`src/hw/rtl/smsc_pkg.sv`:
```
package smsc_pkg;

    localparam int CFG_IDX_W  = 3;
    localparam int CFG_DATA_W = 31;
    localparam int CNT_W      = 7;
    localparam int THR_W      = 31;

    localparam logic [CFG_IDX_W-1:0] REG_ORDER_U   = 3'd0;
    localparam logic [CFG_IDX_W-1:0] REG_ORDER_V   = 3'd1;
    localparam logic [CFG_IDX_W-1:0] REG_COUNT_U   = 3'd2;
    localparam logic [CFG_IDX_W-1:0] REG_COUNT_V   = 3'd3;
    localparam logic [CFG_IDX_W-1:0] REG_NOISE_THR = 3'd4;

    localparam logic [CNT_W-1:0] LINEAR_ORDER = 7'd2;

    typedef struct packed {
        logic [CNT_W-1:0] order_u;
        logic [CNT_W-1:0] order_v;
        logic [CNT_W-1:0] count_u;
        logic [CNT_W-1:0] count_v;
        logic [THR_W-1:0] noise_threshold;
    } cfg_t;

    // control of the difference stage for the word it holds
    typedef struct packed {
        logic adv;
        logic last;
        logic col_nz;
        logic row_nz;
    } stage_ctrl_t;

endpackage

```
`src/hw/rtl/smsc_line_buf.sv`:
```
module smsc_line_buf
    import smsc_pkg::*;
#(
    parameter int DEPTH = 64,
    parameter int WIDTH = 32
) (
    input  logic                     clk,
    input  logic                     wr_en,
    input  logic [$clog2(DEPTH)-1:0] wr_addr,
    input  logic [WIDTH-1:0]         wr_data,
    input  logic                     rd_en,
    input  logic [$clog2(DEPTH)-1:0] rd_addr,
    output logic [WIDTH-1:0]         rd_data
);

    logic [WIDTH-1:0] mem [DEPTH];

    always_ff @(posedge clk)
    begin
        if (wr_en)
        begin
            mem[wr_addr] <= wr_data;
        end
    end

    // same-cycle write to the address being read is forwarded
    always_ff @(posedge clk)
    begin
        if (rd_en)
        begin
            if (wr_en && (wr_addr == rd_addr))
            begin
                rd_data <= wr_data;
            end
            else
            begin
                rd_data <= mem[rd_addr];
            end
        end
    end

endmodule

```
`src/hw/rtl/smsc_diff_track.sv`:
```
module smsc_diff_track
    import smsc_pkg::*;
#(
    parameter int COEF_WIDTH = 32
) (
    input  logic                         clk,
    input  logic                         rst_n,
    input  stage_ctrl_t                  ctrl,
    input  logic signed [COEF_WIDTH-1:0] coef,
    input  logic signed [COEF_WIDTH-1:0] above,
    output logic signed [COEF_WIDTH:0]   fin_min_u,
    output logic signed [COEF_WIDTH:0]   fin_max_u,
    output logic signed [COEF_WIDTH:0]   fin_min_v,
    output logic signed [COEF_WIDTH:0]   fin_max_v
);

    localparam int DW = COEF_WIDTH + 1;
    localparam logic signed [DW-1:0] TOP_POS = {1'b0, {COEF_WIDTH{1'b1}}};
    localparam logic signed [DW-1:0] TOP_NEG = {1'b1, {COEF_WIDTH{1'b0}}};

    logic signed [COEF_WIDTH-1:0] prev_reg;
    logic signed [DW-1:0] min_u_reg, max_u_reg, min_v_reg, max_v_reg;
    logic signed [DW-1:0] min_u_next, max_u_next, min_v_next, max_v_next;
    logic signed [DW-1:0] fin_min_u_reg, fin_max_u_reg, fin_min_v_reg, fin_max_v_reg;
    logic signed [DW-1:0] du, dv;

    assign du = DW'(coef) - DW'(prev_reg);
    assign dv = DW'(coef) - DW'(above);

    always_comb
    begin
        min_u_next = (ctrl.col_nz && (du < min_u_reg)) ? du : min_u_reg;
        max_u_next = (ctrl.col_nz && (du > max_u_reg)) ? du : max_u_reg;
        min_v_next = (ctrl.row_nz && (dv < min_v_reg)) ? dv : min_v_reg;
        max_v_next = (ctrl.row_nz && (dv > max_v_reg)) ? dv : max_v_reg;
    end

    always_ff @(posedge clk or negedge rst_n)
    begin
        if (!rst_n)
        begin
            prev_reg      <= '0;
            min_u_reg     <= TOP_POS;
            max_u_reg     <= TOP_NEG;
            min_v_reg     <= TOP_POS;
            max_v_reg     <= TOP_NEG;
            fin_min_u_reg <= TOP_POS;
            fin_max_u_reg <= TOP_NEG;
            fin_min_v_reg <= TOP_POS;
            fin_max_v_reg <= TOP_NEG;
        end
        else if (ctrl.adv)
        begin
            prev_reg <= coef;
            if (ctrl.last)
            begin
                // snapshot for the decision, then start the next surface clean
                fin_min_u_reg <= min_u_next;
                fin_max_u_reg <= max_u_next;
                fin_min_v_reg <= min_v_next;
                fin_max_v_reg <= max_v_next;
                min_u_reg     <= TOP_POS;
                max_u_reg     <= TOP_NEG;
                min_v_reg     <= TOP_POS;
                max_v_reg     <= TOP_NEG;
            end
            else
            begin
                min_u_reg <= min_u_next;
                max_u_reg <= max_u_next;
                min_v_reg <= min_v_next;
                max_v_reg <= max_v_next;
            end
        end
    end

    assign fin_min_u = fin_min_u_reg;
    assign fin_max_u = fin_max_u_reg;
    assign fin_min_v = fin_min_v_reg;
    assign fin_max_v = fin_max_v_reg;

endmodule

```
`src/hw/rtl/smsc_decide.sv`:
```
module smsc_decide
    import smsc_pkg::*;
#(
    parameter int COEF_WIDTH = 32,
    parameter int CU_W       = 7,
    parameter int CV_W       = 7
) (
    input  logic                       clk,
    input  logic                       load,
    input  cfg_t                       cfg,
    input  logic [CU_W-1:0]            cu,
    input  logic [CV_W-1:0]            cv,
    input  logic signed [COEF_WIDTH:0] min_u,
    input  logic signed [COEF_WIDTH:0] max_u,
    input  logic signed [COEF_WIDTH:0] min_v,
    input  logic signed [COEF_WIDTH:0] max_v,
    output logic                       flag
);

    localparam int DW = COEF_WIDTH + 1;

    logic flag_reg;
    logic flag_next;
    logic signed [DW-1:0] a, b, c, d;
    logic lin, bez;

    function automatic logic signed [DW-1:0] denoise(
        input logic signed [DW-1:0] x,
        input logic [THR_W-1:0]     thr
    );
        logic [DW-1:0] mag;
        mag = x[DW-1] ? DW'(-x) : DW'(x);
        return (64'(mag) < 64'(thr)) ? '0 : x;
    endfunction

    function automatic logic not_opposite(
        input logic signed [DW-1:0] p,
        input logic signed [DW-1:0] q
    );
        logic pz, qz;
        pz = (p == '0);
        qz = (q == '0);
        return (!p[DW-1] && !q[DW-1]) || ((p[DW-1] || pz) && (q[DW-1] || qz));
    endfunction

    function automatic logic same_strict(
        input logic signed [DW-1:0] p,
        input logic signed [DW-1:0] q
    );
        logic pp, qp;
        pp = !p[DW-1] && (p != '0);
        qp = !q[DW-1] && (q != '0);
        return (pp && qp) || (p[DW-1] && q[DW-1]);
    endfunction

    always_comb
    begin
        a   = denoise(min_u, cfg.noise_threshold);
        b   = denoise(max_u, cfg.noise_threshold);
        c   = denoise(min_v, cfg.noise_threshold);
        d   = denoise(max_v, cfg.noise_threshold);
        lin = ((cfg.order_u == LINEAR_ORDER) && (32'(cu) == 32'd2))
           || ((cfg.order_v == LINEAR_ORDER) && (32'(cv) == 32'd2));
        bez = (32'(cfg.order_u) == 32'(cu)) && (32'(cfg.order_v) == 32'(cv));
        priority if (lin)
        begin
            flag_next = 1'b1;
        end
        else if (bez && (not_opposite(a, b) || not_opposite(c, d)))
        begin
            flag_next = 1'b1;
        end
        else if (same_strict(a, b) || same_strict(c, d))
        begin
            flag_next = 1'b1;
        end
        else
        begin
            flag_next = (a == b) || (c == d);
        end
    end

    always_ff @(posedge clk)
    begin
        if (load)
        begin
            flag_reg <= flag_next;
        end
    end

    assign flag = flag_reg;

endmodule

```
`src/hw/rtl/surface_monotone_simple_case_check.sv`:
```
// The last word of a surface passes the difference stage, then the registered decision.
// Throughput: one coefficient word per cycle while the decision stage can take the last
// word; line buffer: one write, one registered read per cycle, same-address forwarding.
// Reset (rst_n, async, active low): config returns to orders 2, counts 2, threshold 0;
// position and extrema clear, pipeline empties. Line buffer contents are not cleared.
module surface_monotone_simple_case_check
    import smsc_pkg::*;
#(
    parameter int MAX_ROW_LEN = 64,
    parameter int MAX_ROWS    = 64,
    parameter int COEF_WIDTH  = 32
) (
    input  logic                         clk,
    input  logic                         rst_n,
    input  logic                         cfg_valid,
    output logic                         cfg_ready,
    input  logic [CFG_IDX_W-1:0]         cfg_index,
    input  logic [CFG_DATA_W-1:0]        cfg_data,
    input  logic                         in_valid,
    output logic                         in_ready,
    input  logic signed [COEF_WIDTH-1:0] coef_value,
    output logic                         out_valid,
    input  logic                         out_ready,
    output logic                         simple_case
);

    localparam int COL_W = $clog2(MAX_ROW_LEN);
    localparam int ROW_W = $clog2(MAX_ROWS);
    localparam int CU_W  = $clog2(MAX_ROW_LEN + 1);
    localparam int CV_W  = $clog2(MAX_ROWS + 1);

    cfg_t cfg_reg;

    logic [COL_W-1:0] col_reg, col_next;
    logic [ROW_W-1:0] row_reg, row_next;
    logic [CU_W-1:0]  cu;
    logic [CV_W-1:0]  cv;
    logic             row_end, surf_end;

    logic                         s1_valid_reg;
    logic                         s1_last_reg;
    logic                         s1_col_nz_reg;
    logic                         s1_row_nz_reg;
    logic [COL_W-1:0]             s1_col_reg;
    logic signed [COEF_WIDTH-1:0] s1_coef_reg;
    logic                         s2_valid_reg;
    logic                         out_valid_reg;

    logic in_acc, s1_adv, s2_free, out_load;
    stage_ctrl_t s1_ctrl;

    logic signed [COEF_WIDTH-1:0] above;
    logic signed [COEF_WIDTH:0]   fin_min_u, fin_max_u, fin_min_v, fin_max_v;

    // configuration
    assign cfg_ready = 1'b1;

    always_ff @(posedge clk or negedge rst_n)
    begin
        if (!rst_n)
        begin
            cfg_reg.order_u         <= 7'd2;
            cfg_reg.order_v         <= 7'd2;
            cfg_reg.count_u         <= 7'd2;
            cfg_reg.count_v         <= 7'd2;
            cfg_reg.noise_threshold <= '0;
        end
        else if (cfg_valid)
        begin
            unique case (cfg_index)
                REG_ORDER_U:   cfg_reg.order_u         <= cfg_data[CNT_W-1:0];
                REG_ORDER_V:   cfg_reg.order_v         <= cfg_data[CNT_W-1:0];
                REG_COUNT_U:   cfg_reg.count_u         <= cfg_data[CNT_W-1:0];
                REG_COUNT_V:   cfg_reg.count_v         <= cfg_data[CNT_W-1:0];
                REG_NOISE_THR: cfg_reg.noise_threshold <= cfg_data[THR_W-1:0];
                default: ;
            endcase
        end
    end

    // effective counts: zero acts as one, large values saturate
    always_comb
    begin
        if (cfg_reg.count_u == '0)
            cu = CU_W'(1);
        else if (32'(cfg_reg.count_u) > 32'(MAX_ROW_LEN))
            cu = CU_W'(MAX_ROW_LEN);
        else
            cu = CU_W'(cfg_reg.count_u);

        if (cfg_reg.count_v == '0)
            cv = CV_W'(1);
        else if (32'(cfg_reg.count_v) > 32'(MAX_ROWS))
            cv = CV_W'(MAX_ROWS);
        else
            cv = CV_W'(cfg_reg.count_v);
    end

    // handshake chain: input -> difference stage -> decision -> output register
    assign out_load = s2_valid_reg && (!out_valid_reg || out_ready);
    assign s2_free  = !s2_valid_reg || out_load;
    assign s1_adv   = s1_valid_reg && (!s1_last_reg || s2_free);
    assign in_ready = !s1_valid_reg || s1_adv;
    assign in_acc   = in_valid && in_ready;

    // position in the surface, tracked at accept
    always_comb
    begin
        row_end  = (32'(col_reg) + 32'd1) >= 32'(cu);
        surf_end = row_end && ((32'(row_reg) + 32'd1) >= 32'(cv));
        col_next = row_end ? '0 : COL_W'(32'(col_reg) + 32'd1);
        if (surf_end)
            row_next = '0;
        else if (row_end)
            row_next = ROW_W'(32'(row_reg) + 32'd1);
        else
            row_next = row_reg;
    end

    always_ff @(posedge clk or negedge rst_n)
    begin
        if (!rst_n)
        begin
            col_reg       <= '0;
            row_reg       <= '0;
            s1_valid_reg  <= 1'b0;
            s1_last_reg   <= 1'b0;
            s1_col_nz_reg <= 1'b0;
            s1_row_nz_reg <= 1'b0;
            s2_valid_reg  <= 1'b0;
            out_valid_reg <= 1'b0;
        end
        else
        begin
            if (in_acc)
            begin
                col_reg       <= col_next;
                row_reg       <= row_next;
                s1_valid_reg  <= 1'b1;
                s1_last_reg   <= surf_end;
                s1_col_nz_reg <= (col_reg != '0);
                s1_row_nz_reg <= (row_reg != '0);
            end
            else if (s1_adv)
            begin
                s1_valid_reg <= 1'b0;
            end

            if (s1_adv && s1_last_reg)
                s2_valid_reg <= 1'b1;
            else if (out_load)
                s2_valid_reg <= 1'b0;

            if (out_load)
                out_valid_reg <= 1'b1;
            else if (out_ready)
                out_valid_reg <= 1'b0;
        end
    end

    always_ff @(posedge clk)
    begin
        if (in_acc)
        begin
            s1_col_reg  <= col_reg;
            s1_coef_reg <= coef_value;
        end
    end

    assign s1_ctrl.adv    = s1_adv;
    assign s1_ctrl.last   = s1_last_reg;
    assign s1_ctrl.col_nz = s1_col_nz_reg;
    assign s1_ctrl.row_nz = s1_row_nz_reg;

    smsc_line_buf #(
        .DEPTH (MAX_ROW_LEN),
        .WIDTH (COEF_WIDTH)
    ) u_line_buf (
        .clk     (clk),
        .wr_en   (s1_adv),
        .wr_addr (s1_col_reg),
        .wr_data (s1_coef_reg),
        .rd_en   (in_acc),
        .rd_addr (col_reg),
        .rd_data (above)
    );

    smsc_diff_track #(
        .COEF_WIDTH (COEF_WIDTH)
    ) u_diff_track (
        .clk       (clk),
        .rst_n     (rst_n),
        .ctrl      (s1_ctrl),
        .coef      (s1_coef_reg),
        .above     (above),
        .fin_min_u (fin_min_u),
        .fin_max_u (fin_max_u),
        .fin_min_v (fin_min_v),
        .fin_max_v (fin_max_v)
    );

    smsc_decide #(
        .COEF_WIDTH (COEF_WIDTH),
        .CU_W       (CU_W),
        .CV_W       (CV_W)
    ) u_decide (
        .clk   (clk),
        .load  (out_load),
        .cfg   (cfg_reg),
        .cu    (cu),
        .cv    (cv),
        .min_u (fin_min_u),
        .max_u (fin_max_u),
        .min_v (fin_min_v),
        .max_v (fin_max_v),
        .flag  (simple_case)
    );

    assign out_valid = out_valid_reg;

endmodule
```
`config.mk`:
```
export PLATFORM = sky130hd
export DESIGN_NAME = surface_monotone_simple_case_check
export DESIGN_NICKNAME = d
export VERILOG_FILES = /design/src/hw/rtl/smsc_pkg.sv /design/src/hw/rtl/smsc_line_buf.sv /design/src/hw/rtl/smsc_diff_track.sv /design/src/hw/rtl/smsc_decide.sv /design/src/hw/rtl/surface_monotone_simple_case_check.sv
export SDC_FILE = /design/constraint.sdc
export NUM_CORES = 2
export LEC_CHECK = 0
export BUFFER_PORTS_ARGS = -buffer_cell sky130_fd_sc_hd__buf_2
export CAP_MARGIN = 25
export CELL_PAD_IN_SITES_DETAIL_PLACEMENT = 0
export CELL_PAD_IN_SITES_GLOBAL_PLACEMENT = 2
export CORE_MARGIN = 5
export CORE_UTILIZATION = 49
export DETAILED_ROUTE_END_ITERATION = 7
export PLACE_DENSITY_LB_ADDON = 0.1
export SETUP_SLACK_MARGIN = 0.3
export SLEW_MARGIN = 0
export SYNTH_ARGS = -nofsm -noshare
export SYNTH_HDL_FRONTEND = slang
export SYNTH_SLANG_ARGS = --single-unit
```
`constraint.sdc`:
```
create_clock -name clk -period 8.2 [get_ports clk]
set_input_delay 1.23 -clock clk [delete_from_list [all_inputs] [get_ports clk]]
set_output_delay 1.23 -clock clk [all_outputs]
set_load 0.005 [all_outputs]
```
==> reports/results.tsv <==
stage	metric	value	unit
synth	avgSynthCellArea	16.70	µm²
floorplan	die_h	482.4	µm
synth	synth.area.top_cells	edfxtp_1 (58%), mux4_2 (14%), dfrtp_1 (5.4%), ha_1 (3.9%), dfstp_2 (3.3%)	
worst_setup_path	slowest_delay	0.68	ns
timing	hold_viol_final	0	
worst_setup_path	cp-start-kind	register	
synth	synthDistinctLibCells	89	
hold_path	hold_path_class	primary input to asynchronous set/reset pin	
power_and_ir_drop	power.switching	16090	µW
floorplan	core	222100	µm²
cells_and_area	num-nets-final	7159	
synth	synth_top_area_share	58.18	%
timing	finalSetupViolations	0	
timing	finalMaxSlewViolations	0	
floorplan	io_pins	75	
synth	synth_edf_count	2119	
synth	synth.largest_area_cell	edfxtp_1	
worst_setup_path	r2r_start	s1_coef_reg[9]	
cells_and_area	area_delta_synth_final	12.46	%
synth	synth_cells	6549	
synth	yosys_warnings	0	
detailed_routing	dr.pass1.iters	6	
worst_setup_path	critPathRequiredTime	9.03	ns
timing	tightest_slew	1.116	ns
clock_tree	post_cts_buffers	0	
timing	setup_ws	1.475	ns
grt	gr-usage-all-layers	27.65	%
clock_tree	cts_tree	done	
power_and_ir_drop	p_leak	0.04211	µW
cells_and_area	drive_gt1_share	23.28	%
cells_and_area	largest_reg_flops	2048	
worst_setup_path	crit_top_cell	o21ai_0	
worst_setup_path	r2r_cells	24	
timing	finClkSkew	0.07523	ns
synth	synth_commonest_cells	edfxtp_1 (2119), mux4_2 (672), nand2_1 (374)	
detailed_routing	ant_nets	0	
timing	fin_crit	6.725	ns
cells_and_area	fillers	17446	
floorplan	initial_utilization	49.24	%
power_and_ir_drop	p_comb_share	37.8	%
place	portBuffers	73	
floorplan	die_w	482.4	µm
power_and_ir_drop	pwr-share-seq	36.2	%
synth	postSynthNetCount	6962	
place	dp_slack	1.453	ns
clock_tree	cts-root-buf	clkbuf_16	
power_and_ir_drop	p_clk_share	26.0	%
timing	fmax	0.1487	GHz
grt	grt_pass1_wl	458100	µm
timing	rsz0062_at_grt	false	
clock_tree	htree_levels	5	
power_and_ir_drop	swShare	35.17	%
worst_setup_path	r2r_end	u_diff_track.fin_min_v[30]	
place	post-dp-hpwl	200200	µm
grt	antenna_found_initial	18	
worst_setup_path	slowest_stage	nor3_1	
power_and_ir_drop	internal-power	29660	µW
power_and_ir_drop	powerDensity	372.0	nW/µm²
clock_tree	insertion_delay	0.93	ns
floorplan	dieArea	232700	µm²
run_status	status	complete, no violations	
detailed_routing	drtIter0Drc	6583	
synth	synth_ff_type	edfxtp_1	
worst_setup_path	reg2reg_slack	1.47	ns
grt	grt_overflow	0	
cells_and_area	instances_no_fill	9920	
clock_tree	cts_buffers	280	
place	dp_cells	9435	
place	place.gp.congestion	0.8909	
clock_tree	cts_max_path_buffers	4	
clock_tree	clk_pin_slew	0.06	ns
timing	slew_headroom	25.62	%
worst_setup_path	arrival	7.56	ns
worst_setup_path	end_kind	register	
worst_setup_path	crit_fanout	67	
grt	grt_max_degree	153	
synth	seq_area_frac_synth	66.87	%
synth	async_flop_share	14.97	%
worst_setup_path	cp_cell_sequence	buf_4 -> ha_1 -> a21oi_1 -> o311a_1 -> a311o_1 -> o21ai_0 -> o21ai_0 -> a21oi_1 -> a21o_1 -> a211oi_1 -> nor3_1 -> ha_1 -> a21o_1 -> a21o_1 -> a21oi_1 -> nor2b_1 -> o21ai_0 -> and3_1 -> o211ai_1 -> nand2_2 -> buf_4 -> mux2i_1 -> o21ai_0 -> o21a_1	
synth	syn_area	109400	µm²
worst_setup_path	path_class	register to register	
detailed_routing	wire_per_inst	32.37	µm
detailed_routing	via_per_inst	6.204	
power_and_ir_drop	peakVddDrop	523.0	µV
clock_tree	cts.sinks	2492	
clock_tree	postCtsHoldBufs	0	
grt	first_global_vias	61911	
detailed_routing	drc_errors	0	
synth	synth.most_common_cell	edfxtp_1	
clock_tree	cts_resized	0	
floorplan	row_count	173	
detailed_routing	drt_wl_total	321100	µm
synth	ys_ff_latch	2492	
timing	tns	0	ns
run	drv_cap	0	
detailed_routing	vias	61545	
timing	fin_crit_sh	82.02	%
critical path, delay by kind of cell (launching register included):
kind            cells  cell delay, ns
buf+inv             2            1.07
compound gates     15            3.01
simple gates        4            1.17
flops               1            0.37
mux                 1            0.26
fa+ha+maj           2            0.75
stage by stage:
step | util [%] | hold WS [ns] | area [µm²] | power [µW]
5_1_grt | 55.37 | 0.3271 | 123000 | 48260
4_1_cts | 55.33 | 0.3066 | 122900 | 46070
2_1_floorplan | - | 0.4231 | 109400 | 28230
3_5_place_dp | 51.48 | 0.4813 | 114300 | 34130
6_report | 55.38 | 0.3278 | 123000 | 45750
3_3_place_gp | 51.43 | 0.4725 | 114200 | 33940
power by group through the flow:
stage | clock (µW) | combinational [µW] | sequential, µW
finish | 11900 | 17300 | 16600
global route | 12700 | 18900 | 16700
CTS | 12100 | 17400 | 16500
detailed placement | 0 | 17300 | 16800
global placement | 0 | 17200 | 16800
floorplan | 0 | 12500 | 15800
placed cells by master (no fill, tap or decap), types with 31 or more instances in the layout:
cell / n
nand2b_1: 36
dfrtp_1: 231
o22ai_1: 33
ha_1: 340
a21oi_1: 218
nand3_1: 61
buf_2: 72
o21a_1: 33
a21o_1: 85
clkinv_2: 42
o21ai_0: 309
edfxtp_1: 2119
nor3_1: 61
nand4_1: 50
clkbuf_1: 45
mux2_2: 60
a31oi_1: 42
dfstp_2: 136
a22o_1: 58
buf_4: 174
clkbuf_16: 286
o22a_1: 59
clkinv_1: 59
mux4_2: 672
inv_1: 327
nor2_4: 65
nor2b_1: 31
nand2_1: 372
xnor2_1: 173
o31ai_1: 43
nor2_1: 220
worst max-delay path by stage:
stage,endpoint,from,cells past startpoint
after floorplan,u_diff_track.fin_min_v[29],s1_coef_reg[0],26
after global placement,u_diff_track.fin_min_v[30],s1_coef_reg[0],24
after detailed placement,u_diff_track.fin_min_v[30],s1_coef_reg[9],24
after CTS,u_diff_track.min_v_reg[21],s1_coef_reg[9],22
after global routing,u_diff_track.min_v_reg[19],s1_coef_reg[9],24
final,u_diff_track.fin_min_v[30],s1_coef_reg[9],24
cell families after synthesis:
| family | count (synthesis) | share of synthesized area, % |
|---|---|---|
| buffers and inverters | 680 | 2.360 |
| multiplexers | 738 | 14.51 |
| other | 1 | 0.003429 |
| AO/OA/AOI/OAI | 1050 | 6.202 |
| XOR/XNOR | 201 | 1.610 |
| flip-flops | 2492 | 66.87 |
| AND/OR/NAND/NOR | 1045 | 4.512 |
| adder cells (fa/ha/maj) | 342 | 3.927 |
per-layer routing:
metal / track usage [%] / vias up / share of wire (%)
met5: 0 / - / 0.0025
met2: 46.16 / 2346 / 49
met1: 36.98 / 32399 / 40
met4: 10.82 / 2 / 4.4
li1: - / 26297 / -
met3: 4.095 / 501 / 6.5
cell type report:
class	count	area, µm²	area share, %
multi-input combinational	3377	34190	27.80
tap	2975	3722	3.026
sequential	2492	73160	59.48
clock inverter	135	1201	0.9766
timing repair buffer	267	2102	1.709
inverter	328	1234	1.003
clock buffer	333	7353	5.979
antenna	13	32.53	0.02645
(Power assumes the default switching activity.)
